File: src/rtl/crc16_maxim_packet_framer_core_macros.svh
// Assertion macros shared by the framer RTL.
`ifndef CRC16_MAXIM_PACKET_FRAMER_CORE_MACROS_SVH
`define CRC16_MAXIM_PACKET_FRAMER_CORE_MACROS_SVH

// Same-cycle implication, sampled on clk and disabled during reset.
`define CMPF_ASSERT_NOW(label, ante, cons, msg) \
  label: assert property (@(posedge clk) disable iff (!rst_n) (ante) |-> (cons)) \
    else $error(msg);

// Next-cycle implication, sampled on clk and disabled during reset.
`define CMPF_ASSERT_NEXT(label, ante, cons, msg) \
  label: assert property (@(posedge clk) disable iff (!rst_n) (ante) |=> (cons)) \
    else $error(msg);

`endif

File: src/rtl/cmpf_pkg.sv
// Types, codes and CRC-16/MAXIM lookup tables for the packet framer.
package cmpf_pkg;

  // Input opcodes.
  localparam logic OP_START = 1'b0;
  localparam logic OP_DATA  = 1'b1;

  // Result status codes.
  localparam logic [1:0] ST_OK       = 2'd0;
  localparam logic [1:0] ST_TOO_LONG = 2'd1;
  localparam logic [1:0] ST_STRAY    = 2'd2;

  // Most result beats that one input beat can cause.
  localparam int unsigned NUM_RES = 6;
  localparam int unsigned CNT_W   = $clog2(NUM_RES + 1);

  localparam logic [15:0] CRC_POLY   = 16'hA001;
  localparam logic [15:0] CRC_XOROUT = 16'hFFFF;

  // One result beat.
  typedef struct packed {
    logic [7:0] out_byte;
    logic       frame_end;
    logic [1:0] status;
  } res_t;

  typedef logic [15:0] crc_tab_t [256];

  // Bitwise reflected CRC update over one byte; used only to build the tables.
  function automatic logic [15:0] crc_byte_bits(input logic [15:0] crc, input logic [7:0] b);
    logic [15:0] c;
    c = crc ^ {8'h00, b};
    for (int i = 0; i < 8; i++) begin
      if (c[0]) begin
        c = (c >> 1) ^ CRC_POLY;
      end else begin
        c = c >> 1;
      end
    end
    return c;
  endfunction

  // Table entry i is the CRC, from zero, of byte i followed by a number of zero bytes.
  function automatic crc_tab_t crc_tab_gen(input int unsigned zeros);
    crc_tab_t    tab;
    logic [15:0] c;
    for (int i = 0; i < 256; i++) begin
      c = crc_byte_bits(16'h0000, 8'(i));
      for (int unsigned z = 0; z < zeros; z++) begin
        c = crc_byte_bits(c, 8'h00);
      end
      tab[i] = c;
    end
    return tab;
  endfunction

  // CRC_T0 is the usual byte table; the others give a header byte's share of
  // the header CRC according to how many header bytes follow it.
  localparam crc_tab_t CRC_T0 = crc_tab_gen(0);
  localparam crc_tab_t CRC_T1 = crc_tab_gen(1);
  localparam crc_tab_t CRC_T2 = crc_tab_gen(2);
  localparam crc_tab_t CRC_T3 = crc_tab_gen(3);

endpackage

File: src/rtl/cmpf_if.sv
// Valid/ready channel interfaces for the framer's input and result beats.
interface cmpf_in_if;
  logic        valid;
  logic        ready;
  logic        opcode;
  logic [7:0]  feature;
  logic [7:0]  command;
  logic [15:0] frame_length;
  logic [7:0]  payload_byte;

  modport source (
    output valid, opcode, feature, command, frame_length, payload_byte,
    input  ready
  );
  modport sink (
    input  valid, opcode, feature, command, frame_length, payload_byte,
    output ready
  );
endinterface

interface cmpf_out_if;
  logic       valid;
  logic       ready;
  logic [7:0] out_byte;
  logic       frame_end;
  logic [1:0] status;

  modport source (
    output valid, out_byte, frame_end, status,
    input  ready
  );
  modport sink (
    input  valid, out_byte, frame_end, status,
    output ready
  );
endinterface

File: src/rtl/crc16_maxim_packet_framer_core.sv
// CRC-16/MAXIM packet framer top level. A start beat (opcode 0) emits the
// four header bytes (feature, command, length high, length low); each data
// beat (opcode 1) emits one payload byte, and the last one is followed by the
// CRC high then low byte, with frame_end set on the low byte. A start beat with
// a zero length emits header and CRC at once. A length above MAX_PAYLOAD, or a
// data beat outside a frame, gives one error beat with out_byte zero and
// frame_end set. Every input beat is worked out in its accept cycle into a
// result buffer of up to six beats that drains one beat per cycle while
// output ready is high, so the input takes one payload beat per cycle when
// the output does not stall; a beat with more result beats holds the input
// until the buffer is down to its last beat. Input ready follows output
// ready when a single result beat is left. There are no registers to set up.
`include "crc16_maxim_packet_framer_core_macros.svh"

module crc16_maxim_packet_framer_core
  import cmpf_pkg::*;
#(
  parameter int unsigned MAX_PAYLOAD = 256
) (
  input logic        clk,
  input logic        rst_n,
  cmpf_in_if.sink    in_ch,
  cmpf_out_if.source out_ch
);

  localparam logic [15:0] MaxLen = 16'(MAX_PAYLOAD);

  // Result buffer and framing state.
  res_t             rbuf_r   [NUM_RES];
  res_t             rbuf_nxt [NUM_RES];
  logic [CNT_W-1:0] rcnt_r;
  logic [CNT_W-1:0] rcnt_nxt;
  logic [15:0]      crc_r;
  logic [15:0]      crc_nxt;
  logic [15:0]      bytes_left_r;
  logic [15:0]      bytes_left_nxt;
  logic             in_frame_r;
  logic             in_frame_nxt;

  // Results of the beat on the input.
  res_t             new_res [NUM_RES];
  logic [CNT_W-1:0] new_cnt;

  logic        acc;
  logic        pop;
  logic [15:0] hdr_crc;
  logic [15:0] hdr_fin;
  logic [15:0] dat_crc;
  logic [15:0] dat_fin;
  logic [15:0] bl_dec;

  // Handshakes: the output shows the head of the buffer.
  assign acc             = in_ch.valid && in_ch.ready;
  assign pop             = out_ch.valid && out_ch.ready;
  assign out_ch.valid     = (rcnt_r != '0);
  assign out_ch.out_byte  = rbuf_r[0].out_byte;
  assign out_ch.frame_end = rbuf_r[0].frame_end;
  assign out_ch.status    = rbuf_r[0].status;
  assign in_ch.ready      = (rcnt_r == '0) ||
                            ((rcnt_r == CNT_W'(1)) && out_ch.ready);

  // The header CRC from zero is linear in its bytes, so it is the XOR of
  // four parallel table reads.
  assign hdr_crc = CRC_T3[in_ch.feature] ^ CRC_T2[in_ch.command] ^
                   CRC_T1[in_ch.frame_length[15:8]] ^ CRC_T0[in_ch.frame_length[7:0]];
  assign hdr_fin = hdr_crc ^ CRC_XOROUT;

  // Byte-wise table update for one payload byte.
  assign dat_crc = {8'h00, crc_r[15:8]} ^ CRC_T0[crc_r[7:0] ^ in_ch.payload_byte];
  assign dat_fin = dat_crc ^ CRC_XOROUT;
  assign bl_dec  = bytes_left_r - 16'd1;

  // Results and next state for the beat on the input.
  always_comb begin
    for (int i = 0; i < NUM_RES; i++) begin
      new_res[i] = '0;
    end
    new_cnt        = CNT_W'(1);
    crc_nxt        = crc_r;
    bytes_left_nxt = bytes_left_r;
    in_frame_nxt   = in_frame_r;
    case (in_ch.opcode)
      OP_START: begin
        if (in_ch.frame_length > MaxLen) begin
          new_res[0]     = '{out_byte: 8'h00, frame_end: 1'b1, status: ST_TOO_LONG};
          crc_nxt        = '0;
          bytes_left_nxt = '0;
          in_frame_nxt   = 1'b0;
        end else begin
          new_res[0]     = '{out_byte: in_ch.feature, frame_end: 1'b0, status: ST_OK};
          new_res[1]     = '{out_byte: in_ch.command, frame_end: 1'b0, status: ST_OK};
          new_res[2]     = '{out_byte: in_ch.frame_length[15:8], frame_end: 1'b0,
                             status: ST_OK};
          new_res[3]     = '{out_byte: in_ch.frame_length[7:0], frame_end: 1'b0,
                             status: ST_OK};
          new_cnt        = CNT_W'(4);
          crc_nxt        = hdr_crc;
          bytes_left_nxt = in_ch.frame_length;
          in_frame_nxt   = 1'b1;
          // An empty frame closes with its CRC straight away.
          if (in_ch.frame_length == 16'd0) begin
            new_res[4]   = '{out_byte: hdr_fin[15:8], frame_end: 1'b0, status: ST_OK};
            new_res[5]   = '{out_byte: hdr_fin[7:0], frame_end: 1'b1, status: ST_OK};
            new_cnt      = CNT_W'(6);
            in_frame_nxt = 1'b0;
          end
        end
      end
      OP_DATA: begin
        if (!in_frame_r) begin
          new_res[0] = '{out_byte: 8'h00, frame_end: 1'b1, status: ST_STRAY};
        end else begin
          new_res[0]     = '{out_byte: in_ch.payload_byte, frame_end: 1'b0, status: ST_OK};
          crc_nxt        = dat_crc;
          bytes_left_nxt = bl_dec;
          // The last payload byte is followed by the CRC.
          if (bl_dec == 16'd0) begin
            new_res[1]   = '{out_byte: dat_fin[15:8], frame_end: 1'b0, status: ST_OK};
            new_res[2]   = '{out_byte: dat_fin[7:0], frame_end: 1'b1, status: ST_OK};
            new_cnt      = CNT_W'(3);
            in_frame_nxt = 1'b0;
          end
        end
      end
      default: begin
        new_cnt = CNT_W'(1);
      end
    endcase
  end

  // Buffer loads on accept and shifts down by one beat on each pop.
  always_comb begin
    for (int i = 0; i < NUM_RES; i++) begin
      rbuf_nxt[i] = rbuf_r[i];
    end
    rcnt_nxt = rcnt_r;
    if (acc) begin
      for (int i = 0; i < NUM_RES; i++) begin
        rbuf_nxt[i] = new_res[i];
      end
      rcnt_nxt = new_cnt;
    end else if (pop) begin
      for (int i = 0; i < NUM_RES - 1; i++) begin
        rbuf_nxt[i] = rbuf_r[i + 1];
      end
      rcnt_nxt = rcnt_r - CNT_W'(1);
    end
  end

  // Result payload registers.
  always_ff @(posedge clk) begin
    for (int i = 0; i < NUM_RES; i++) begin
      rbuf_r[i] <= rbuf_nxt[i];
    end
  end

  // Control and framing state.
  always_ff @(posedge clk) begin
    if (!rst_n) begin
      rcnt_r       <= '0;
      crc_r        <= '0;
      bytes_left_r <= '0;
      in_frame_r   <= 1'b0;
    end else begin
      rcnt_r <= rcnt_nxt;
      if (acc) begin
        crc_r        <= crc_nxt;
        bytes_left_r <= bytes_left_nxt;
        in_frame_r   <= in_frame_nxt;
      end
    end
  end

  // Every accepted beat leaves at least one result beat behind it.
  `CMPF_ASSERT_NEXT(a_acc_fills, acc, rcnt_r != '0, "accepted beat left no result")
  // The buffer never holds more beats than one input beat can cause.
  `CMPF_ASSERT_NOW(a_cnt_max, 1'b1, rcnt_r <= CNT_W'(NUM_RES), "result count overflow")
  // An open frame always expects at least one more payload byte.
  `CMPF_ASSERT_NOW(a_open_frame, in_frame_r, bytes_left_r != 16'd0, "open frame with no bytes left")
  // Error beats always close the frame.
  `CMPF_ASSERT_NOW(a_err_end, out_ch.valid && (out_ch.status != ST_OK), out_ch.frame_end, "error beat without frame_end")

endmodule

File: src/flat_wrapper.sv
// flat-port wrapper written by rule: the top's interface ports become plain ports
module crc16_maxim_packet_framer_core_flat import cmpf_pkg::*;
#(
  parameter int unsigned MAX_PAYLOAD = 256
)
  (clk, rst_n, in_ch_valid, in_ch_opcode, in_ch_feature, in_ch_command, in_ch_frame_length, in_ch_payload_byte, in_ch_ready, out_ch_valid, out_ch_out_byte, out_ch_frame_end, out_ch_status, out_ch_ready);
  cmpf_in_if in_ch_i ();
  cmpf_out_if out_ch_i ();
  input logic clk;
  input logic rst_n;
  input wire logic [$bits(in_ch_i.valid)-1:0] in_ch_valid;
  input wire logic [$bits(in_ch_i.opcode)-1:0] in_ch_opcode;
  input wire logic [$bits(in_ch_i.feature)-1:0] in_ch_feature;
  input wire logic [$bits(in_ch_i.command)-1:0] in_ch_command;
  input wire logic [$bits(in_ch_i.frame_length)-1:0] in_ch_frame_length;
  input wire logic [$bits(in_ch_i.payload_byte)-1:0] in_ch_payload_byte;
  output wire logic [$bits(in_ch_i.ready)-1:0] in_ch_ready;
  output wire logic [$bits(out_ch_i.valid)-1:0] out_ch_valid;
  output wire logic [$bits(out_ch_i.out_byte)-1:0] out_ch_out_byte;
  output wire logic [$bits(out_ch_i.frame_end)-1:0] out_ch_frame_end;
  output wire logic [$bits(out_ch_i.status)-1:0] out_ch_status;
  input wire logic [$bits(out_ch_i.ready)-1:0] out_ch_ready;
  assign in_ch_i.valid = in_ch_valid;
  assign in_ch_i.opcode = in_ch_opcode;
  assign in_ch_i.feature = in_ch_feature;
  assign in_ch_i.command = in_ch_command;
  assign in_ch_i.frame_length = in_ch_frame_length;
  assign in_ch_i.payload_byte = in_ch_payload_byte;
  assign in_ch_ready = in_ch_i.ready;
  assign out_ch_valid = out_ch_i.valid;
  assign out_ch_out_byte = out_ch_i.out_byte;
  assign out_ch_frame_end = out_ch_i.frame_end;
  assign out_ch_status = out_ch_i.status;
  assign out_ch_i.ready = out_ch_ready;
  crc16_maxim_packet_framer_core #(.MAX_PAYLOAD(MAX_PAYLOAD)) u_core (.clk(clk), .rst_n(rst_n), .in_ch(in_ch_i), .out_ch(out_ch_i));
endmodule
File: config.mk
export PLATFORM = sky130hd
export DESIGN_NAME = crc16_maxim_packet_framer_core_flat
export DESIGN_NICKNAME = d
export VERILOG_FILES = /design/src/rtl/cmpf_pkg.sv /design/src/rtl/cmpf_if.sv /design/src/rtl/crc16_maxim_packet_framer_core.sv /design/src/flat_wrapper.sv
export VERILOG_INCLUDE_DIRS = /design/src /design/src/rtl
export SDC_FILE = /design/constraint.sdc
export NUM_CORES = 1
export LEC_CHECK = 0
export BUFFER_PORTS_ARGS = -buffer_cell sky130_fd_sc_hd__buf_2
export CAP_MARGIN = 20
export CORE_ASPECT_RATIO = 2
export CORE_MARGIN = 5
export CORE_UTILIZATION = 50
export DETAILED_ROUTE_END_ITERATION = 8
export PLACE_DENSITY = 0.72
export REMOVE_ABC_BUFFERS = 1
export SLEW_MARGIN = 20
export SYNTH_ARGS = -nofsm -noshare
export SYNTH_HDL_FRONTEND = slang
export SYNTH_SLANG_ARGS = --single-unit
File: constraint.sdc
create_clock -name clk -period 8 [get_ports clk]
set_input_delay 0.4 -clock clk [delete_from_list [all_inputs] [get_ports clk]]
set_output_delay 0.4 -clock clk [all_outputs]
set_load 0.05 [all_outputs]
==> metrics.md, run 1 <==
| Metric | Value |
|---|---|
| Status | `complete, no violations` |
| Detail Placement HPWL | `12.9 mm` |
| Crit-path cells | `inv_1 > ha_1 > o41ai_1 > nand3_1 > nor4_1 > nand4_1 > o21ai_0` |
| Post-synth EDFFs | `53` |
| Clock Root Buffer | `clkbuf_16` |
| Hold_buf cts | `0` |
| # DRC | `0` |
| Most numerous cell in the Yosys netlist | `xnor2_1` |
| Ys async rst share | `0` |
| CTS tree | `yes` |
| Stages on worst setup path | `7` |
| Post-Synthesis Cells | `584` |
| Final Hold Viols | `0` |
| Worst hold path class | `input pin to flop` |
| Post-CTS Resized | `0` |
| I/O Buffers | `57` |
| Mapped cell area | `0.00566 mm²` |
| Pre-Repair DR Iteration Count | `5` |
| Metal-1 WL | `5.59 mm` |
| Total Routed Length | `17.3 mm` |
| Cells after DPL | `751` |
| Routed Antenna Nets | `0` |
| Setup CP Type | `flop to flop` |
| Detailed Route Iter0 Violations | `452` |
| Seq/Total Area, Yosys | `0.419` |
| Synth Area in Adders | `0.0354` |
| R2R Path Start | `u_core.bytes_left_r[0]` |
| CP max-delay cell | `nand4_1` |
| GR Overflow Total | `0` |
| Routability Congestion | `0.983` |
| Top delay family on crit path | `simple AND/OR/NAND/NOR gates` |
| Slew Limit Headroom | `0.309` |
| Worst Path Max Fanout | `18` |
| CP Data Required Time | `8.15 ns` |
| Worst R2R Setup Slack | `4.61 ns` |
| Crit path buffers/inverters | `1` |
| Yosys warning count | `0` |
| H-tree levels | `3` |
| Layout area overhead | `12.1%` |
| Hold depth | `3` |
| Worst Skew | `0.00761 ns` |
| Top Metal Used | `met4` |
| Die area | `0.0137 mm²` |
| Max incr delay on CP | `0.71 ns` |
| Final setup viols | `0` |
| Number of post-CTS setup repair buffers | `0` |
| Clk_lat worst skew | `0.35 ns` |
| Yosys cell types | `57` |
| N_diodes | `0` |
| Initial antenna violation count | `0` |
| Most used DFF post-synth | `edfxtp_1` |
| Post-synthesis compound-gate area fraction | `0.170` |
| Top cells by area, synth | `edfxtp_1 28%, dfxtp_1 14%, xnor2_1 9.8%` |
| Nets | `681` |
| DIE HEIGHT | `160 µm` |
| Share of cells above drive strength 1 | `0.141` |
| Non-Filler Instances | `767` |
| CP Launch Type | `flop` |
| I/O Pins | `58` |
| Mux contribution to synthesized area | `0.0142` |
| WL met3 | `1.02 mm` |
| Clock Tree Buf Depth | `2` |
| Synth Register Bits | `92` |
| Design area | `0.00634 mm²` |
| Fmax | `295 MHz` |
| Mean Syn Cell Area | `9.69 µm²` |
| XOR/XNOR Fraction of Synth Area | `0.155` |
| First-pass GRT wire length | `26.8 mm` |
| Placed cell area | `0.00604 mm²` |
| Final period util | `0.423` |
| Yosys top cell area share | `0.281` |
| Initial Util | `0.504` |
| Metal2 WL | `9.05 mm` |
| Vias | `4831` |
| Arr. time, crit path | `3.54 ns` |
| VDD IR max | `0.253 mV` |
| Final slew viol count | `0` |
| Hold endpoint | `u_core.bytes_left_r[10]` |
| Synth cell count leaders | `63 x xnor2_1, 53 x edfxtp_1, 48 x nor2_1` |
| Cell taking the most area after synthesis | `edfxtp_1` |
| P_leak | `2.52 nW` |
| Avg Vias per Cell | `6.30` |
| Max-Cap Viols | `0` |
| Unrepaired setup endpoints after global routing | `no` |
| DIE WIDTH | `85.2 µm` |
| Slew @ Worst Pin | `1.03 ns` |
| Final min period | `3.39 ns` |
| Hold_sp | `in_ch_frame_length[10]` |
| Core Region | `0.0112 mm²` |
| Final core occ | `0.566` |
| Pwr dens | `383 mW/mm²` |
| TritonCTS Buffers | `9` |
| CP endpoint kind | `flop` |
| Total negative slack | `0 ns` |
| Post-Synth Simple-Gate Area | `0.161` |
| Largest net degree at the start of global routing | `46` |
| Clock-pin slew on the worst setup and hold paths | `0.07 ns` |
| Site row count | `55` |
| Critical R2R Capture | `u_core.rbuf_r[2][4]` |
| Per-cell routed wire length | `22.6 µm` |
| Vias in the first global route | `4952` |
| Largest family of logic cells by synthesized area | `compound AO/OA/AOI/OAI gates` |
| Sink Count | `92` |
| R2R cell count | `7` |
| Total GRT Usage | `0.259` |
## power breakdown
part           total (W)  switching, W  internal, W
Sequential      0.000834     0.0000983     0.000735
Clock           0.000433      0.000197     0.000235
Combinational    0.00116      0.000758     0.000405
Total            0.00243       0.00105      0.00138
## metal layers
metal / up-vias / global-route usage
met5: - / 0
met4: 0 / 0.216
met3: 93 / 0.0380
met2: 250 / 0.453
met1: 2286 / 0.264
li1: 2202 / -
## layout make-up
type | count | area [µm²]
Clock buffer | 10 | 250
Clock inverter | 6 | 50.0
Fill cell | 990 | 4870
Inverter | 29 | 109
Multi-Input combinational cell | 425 | 3050
Sequential cell | 92 | 2370
Tap cell | 142 | 178
Timing Repair Buffer | 63 | 330
## worst reg2reg max path: cells and delay by family, from the launching register on
| kind | cells | cell delay (ns) |
|---|---|---|
| AOI/OAI and AO/OA | 2 | 0.96 |
| adders and majority gates | 1 | 0.37 |
| buffers and inverters | 1 | 0.11 |
| DFF | 1 | 0.52 |
| and+or+nand+nor | 3 | 1.25 |
## logic make-up (layout without fill, tap and decap cells)
family | count (synthesis) | after routing
AO/OA/AOI/OAI | 137 | 137
buffers and inverters | 67 | 108
flip-flops | 92 | 92
AND/OR/NAND/NOR | 180 | 180
XOR/XNOR | 84 | 84
multiplexers | 8 | 8
adder cells (fa/ha/maj) | 16 | 16
## how the worst max path moves through the flow
| stage | startpoint | end | slack [ns] |
|---|---|---|---|
| 6_report | u_core.bytes_left_r[0] | u_core.rbuf_r[2][4] | 4.61 |
| 5_1_grt | u_core.bytes_left_r[0] | u_core.rbuf_r[2][8] | 4.38 |
| 4_1_cts | u_core.bytes_left_r[0] | u_core.rbuf_r[2][8] | 4.71 |
| 3_5_place_dp | in_ch_opcode | u_core.rbuf_r[2][8] | 4.43 |
| 3_3_place_gp | in_ch_opcode | u_core.rbuf_r[1][4] | 4.56 |
| 2_1_floorplan | u_core.rcnt_r[0] | u_core.bytes_left_r[12] | 4.29 |
## flip-flops by register name, indices dropped and copies added (netlist names)
name	count
u_core.bytes_left_r	16
u_core.crc_r	16
u_core.in_frame_r	1
u_core.rbuf_r	56
u_core.rcnt_r	3
## cell usage in the layout, fill, tap and decap left out, drive strengths merged, types with 3 or more instances in the layout
cell type	instances
a21boi	3
mux2i	8
xor2	11
nor4	13
o21a	4
xnor3	8
o22ai	9
a21oi	15
buf	63
xnor2	63
o311a	3
o21ai	32
a31oi	10
a221oi	21
dfxtp	39
nand3	15
or3	5
ha	16
o31ai	6
and2	5
nand2b	3
nor2	49
a22o	19
nand2	47
nor3	9
edfxtp	53
nand4	3
clkinv	3
clkbuf	10
inv	32
a22oi	4
nor3b	21
## through the flow
stage | hold WS [ns] | worst slack [ns] | power (W)
global route | 0.407 | 4.38 | 0.00255
finish | 0.360 | 4.61 | 0.00243
detailed placement | 0.456 | 4.43 | 0.00199
global placement | 0.445 | 4.56 | 0.00197
floorplan | 0.432 | 4.29 | 0.00165
CTS | 0.355 | 4.71 | 0.00243
(Power assumes the default switching activity.)
==> run 2: changes to the inputs <==
Clock period 8 ns to 3.3 ns, I/O delays scaled along.
==> metrics.md, run 2 (synthesis results as in run 1) <==
| Metric | Value |
|---|---|
| Status | `complete, no violations` |
| Clock Tree Buf Depth | `2` |
| Worst Skew | `0.00582 ns` |
| I/O Buffers | `57` |
| Number of post-CTS setup repair buffers | `0` |
| Share of cells above drive strength 1 | `0.154` |
| CP endpoint kind | `flop` |
| Site row count | `55` |
| Final period util | `0.859` |
| N_diodes | `0` |
| Final WS setup | `0.464 ns` |
| Layout area overhead | `13.4%` |
| Unrepaired setup endpoints after global routing | `no` |
| CP Data Required Time | `3.47 ns` |
| Core Region | `0.0112 mm²` |
| H-tree levels | `3` |
| Most common cell after layout, fill and taps aside | `xnor2_1` |
| Vias in the first global route | `5085` |
| Arr. time, crit path | `3.01 ns` |
| Max FFs per register | `56` |
| Avg Vias per Cell | `6.26` |
| Pwr dens | `931 mW/mm²` |
| Final Hold Viols | `0` |
| Routability Congestion | `0.981` |
| Detailed Route Iter0 Violations | `509` |
| Top reg by flops | `u_core.rbuf_r` |
| Final core occ | `0.572` |
| Filler cell count | `1024` |
| Pre-Repair DR Iteration Count | `5` |
| Total GRT Usage | `0.289` |
| CTS tree | `yes` |
| CP Launch Type | `flop` |
| First-pass GRT wire length | `29.4 mm` |
| Worst hold path class | `input pin to flop` |
| DIE WIDTH | `85.2 µm` |
| Final min period | `2.84 ns` |
| Largest net degree at the start of global routing | `43` |
| Nets | `694` |
| DIE HEIGHT | `160 µm` |
| VDD IR max | `0.553 mV` |
| Fmax | `353 MHz` |
| Vias | `4886` |
| Die area | `0.0137 mm²` |
| Final setup viols | `0` |
| Slew Limit Headroom | `0.471` |
| Hold_buf cts | `0` |
| Per-cell routed wire length | `25.0 µm` |
| Sink Count | `92` |
| Setup CP Type | `flop to flop` |
| Routed Antenna Nets | `0` |
| TritonCTS Buffers | `9` |
| I/O Pins | `58` |
| Slew @ Worst Pin | `0.794 ns` |
| Worst Path Max Fanout | `18` |
| GR Overflow Total | `0` |
| P_leak | `2.56 nW` |
| Final slew viol count | `0` |
| DP Worst Slack | `0.520 ns` |
| Post-CTS Resized | `0` |
| Clock-pin slew on the worst setup and hold paths | `0.06 ns` |
| Detail Placement HPWL | `14.5 mm` |
| Max-Cap Viols | `0` |
| Initial Util | `0.504` |
| # DRC | `0` |
| Most frequent cells in the layout | `63 x xnor2_1, 57 x buf_2, 53 x edfxtp_1` |
| Total Routed Length | `19.5 mm` |
| Largest registers | `u_core.rbuf_r x56, u_core.bytes_left_r x16, u_core.crc_r x16` |
| Clock Root Buffer | `clkbuf_16` |
| Initial antenna violation count | `0` |
| Clk_lat worst skew | `0.35 ns` |
[run 2: cell count changes in the layout (fill, tap and decap cells not counted), sizes merged]
cell      previous run  this run
clkinvlp             0         2
clkbuf              10        11
inv                 32        29
buf                 63        76
[run 2: path summary, 6_finish.rpt]
kind / start / to / slack, ns / cells past startpoint
setup / recovery: u_core.bytes_left_r[1] / u_core.rbuf_r[2][10] / 0.46 / 9
hold reg to reg: u_core.rbuf_r[4][2] / u_core.rbuf_r[3][2] / 0.46 / 2
setup reg to reg: u_core.bytes_left_r[1] / u_core.rbuf_r[2][10] / 0.46 / 9
hold / removal: in_ch_frame_length[10] / u_core.bytes_left_r[10] / 0.14 / 3
[run 2: where the power goes]
group | internal (W) | switching [W]
combinational | 0.00104 | 0.00190
sequential | 0.00178 | 0.000265
clock | 0.000514 | 0.000470
total | 0.00333 | 0.00264
[run 2: stage by stage]
step                area (µm²)  instances  power [W]  setup TNS [ns]  hold slack (ns)
detailed placement        6140        764    0.00497               0            0.448
CTS                       6410        780    0.00594               0            0.137
floorplan                 5510        546    0.00400           -9.62            0.283
finish                    6410        780    0.00597               0            0.137
global route              6410        780    0.00624               0            0.169
global placement          6140        764    0.00491               0            0.442
[run 2: final cells by class]
cell class / instances / area, µm² / area share
Inverter: 29 / 109 / 0.0170
Tap cell: 142 / 178 / 0.0277
Clock buffer: 11 / 233 / 0.0363
Clock inverter: 5 / 36.3 / 0.00566
Sequential cell: 92 / 2370 / 0.370
Timing Repair Buffer: 76 / 440 / 0.0687
Multi-Input combinational cell: 425 / 3050 / 0.475
[run 2: critical path, cell delays in order (launching register included)]
cell and delay (ns):
dfxtp_1 0.51, inv_1 0.12, ha_1 0.36, o21bai_1 0.32, a211oi_1 0.25, a21oi_1 0.07
nor4_1 0.40, nand4_1 0.15, buf_4 0.24, o21ai_0 0.23
[run 2: routing by layer]
layer / vias up / share of wire / global-route usage
li1: 2230 / - / -
met1: 2396 / 0.34 / 0.289
met2: 195 / 0.54 / 0.528
met3: 65 / 0.041 / 0.0359
met4: 0 / 0.080 / 0.210
met5: - / 0 / 0
==> run 3: changes to the inputs <==
Settings changed: PLACE_DENSITY 0.72 to 0.7.
==> metrics.md, run 3 (synthesis results as in run 1) <==
| Metric | Value |
|---|---|
| Status | `complete, no violations` |
| Die area | `0.0137 mm²` |
| TritonCTS Buffers | `9` |
| Worst Path Max Fanout | `18` |
| Top reg by flops | `u_core.rbuf_r` |
| First-pass GRT wire length | `28.9 mm` |
| Core Region | `0.0112 mm²` |
| Final slew viol count | `0` |
| N_diodes | `0` |
| Initial antenna violation count | `0` |
| Cells after DPL | `766` |
| Crit path from | `u_core.bytes_left_r[0]` |
| Routability Congestion | `0.974` |
| Filler cell count | `973` |
| Setup CP Type | `flop to flop` |
| Share of cells above drive strength 1 | `0.161` |
| Largest net degree at the start of global routing | `37` |
| Non-Filler Instances | `782` |
| Max incr delay on CP | `0.50 ns` |
| Per-cell routed wire length | `24.4 µm` |
| Detailed Route Iter0 Violations | `423` |
| Slew @ Worst Pin | `0.874 ns` |
| Crit path buffers/inverters | `2` |
| Total power | `0.00600 W` |
| DIE WIDTH | `85.2 µm` |
| GR peak layer | `met2` |
| Layout area overhead | `14.4%` |
| Fmax | `373 MHz` |
| Number of post-CTS setup repair buffers | `0` |
| Clock Root Buffer | `clkbuf_16` |
| H-tree levels | `3` |
| Crit-path cells | `inv_1 > ha_1 > or3_1 > o22ai_1 > a21oi_1 > nor4_1 > nand4_1 > buf_4 > o21ai_0` |
| Final min period | `2.68 ns` |
| Hold_sp | `in_ch_frame_length[10]` |
| Total Routed Length | `19.1 mm` |
| I/O Buffers | `57` |
| CP Launch Type | `flop` |
| Vias in the first global route | `4961` |
| Sink Count | `92` |
| Met2 Use GR | `0.524` |
| Worst hold path class | `input pin to flop` |
| DIE HEIGHT | `160 µm` |
| Vias | `4920` |
| Most common cell after layout, fill and taps aside | `xnor2_1` |
| CP max-delay cell | `dfxtp_1` |
| Post-CTS Resized | `0` |
| CP endpoint kind | `flop` |
| Top delay family on crit path | `simple AND/OR/NAND/NOR gates` |
| Clock Tree Buf Depth | `2` |
| Pwr dens | `926 mW/mm²` |
| Final Hold Viols | `0` |
| Site row count | `55` |
| Avg Vias per Cell | `6.29` |
| Detail Placement HPWL | `14.4 mm` |
| Met1 global-route usage | `0.288` |
| CTS tree | `yes` |
| Initial Util | `0.504` |
| Final core occ | `0.577` |
| Unrepaired setup endpoints after global routing | `no` |
| Hold_buf cts | `0` |
| R2R Path Start | `u_core.bytes_left_r[0]` |
| Clk_lat worst skew | `0.35 ns` |
| I/O Pins | `58` |
| # DRC | `0` |
| Most frequent cells in the layout | `63 x xnor2_1, 57 x buf_2, 53 x edfxtp_1` |
| Pre-Repair DR Iteration Count | `5` |
| Slew Limit Headroom | `0.417` |
| Clock-pin slew on the worst setup and hold paths | `0.07 ns` |
| Final period util | `0.812` |
| Total GRT Usage | `0.284` |
| Final setup viols | `0` |
| P_leak | `2.59 nW` |
| Worst Skew | `0.00857 ns` |
| GR Overflow Total | `0` |
| M3 GR Usage | `0.0426` |
| DP Worst Slack | `0.479 ns` |
| Routed Antenna Nets | `0` |
| VDD IR max | `0.526 mV` |
| Largest registers | `u_core.rbuf_r x56, u_core.bytes_left_r x16, u_core.crc_r x16` |
| Max FFs per register | `56` |
| CP Data Required Time | `3.49 ns` |
| Arr. time, crit path | `2.87 ns` |
| Max-Cap Viols | `0` |
| Nets | `696` |
| Final WS setup | `0.619 ns` |
run 3: worst register-to-register path, delay by kind of cell, from the launching register on:
kind / cells / cell delay [ns]
DFF: 1 / 0.50
AOI/OAI and AO/OA: 3 / 0.40
and+or+nand+nor: 3 / 0.89
buffers and inverters: 2 / 0.33
adders and majority gates: 1 / 0.39
run 3: through the flow:
step	setup TNS, ns	hold WS, ns	area, µm²
finish	0	0.122	6470
CTS	0	0.116	6470
floorplan	-9.62	0.283	5510
detailed placement	0	0.460	6170
global placement	0	0.443	6170
global route	0	0.130	6470
run 3: area by class of cell:
class | count | area, µm² | share of cell area
Clock buffer | 9 | 225 | 0.0348
Tap cell | 142 | 178 | 0.0274
Sequential cell | 92 | 2370 | 0.366
Multi-Input combinational cell | 425 | 3040 | 0.470
Clock inverter | 7 | 80.1 | 0.0124
Inverter | 29 | 109 | 0.0168
Timing Repair Buffer | 78 | 468 | 0.0723
run 3: worst paths after layout:
kind	depth (start not counted)	to	slack [ns]
max	9	u_core.rbuf_r[2][9]	0.62
min	3	u_core.bytes_left_r[10]	0.12
max reg2reg	9	u_core.rbuf_r[2][9]	0.62
min reg2reg	2	u_core.rbuf_r[3][2]	0.47
run 3: layer usage:
layer,part of all wire,routed length (µm)
met4,0.074,1410
met5,0,0
met2,0.55,10500
met1,0.33,6250
met3,0.048,915
run 3: power by group:
group	switching, W	leakage, nW	internal, W
clock network	0.000516	0.146	0.000539
logic	0.00187	1.59	0.00105
registers	0.000243	0.855	0.00178
total	0.00263	2.59	0.00337
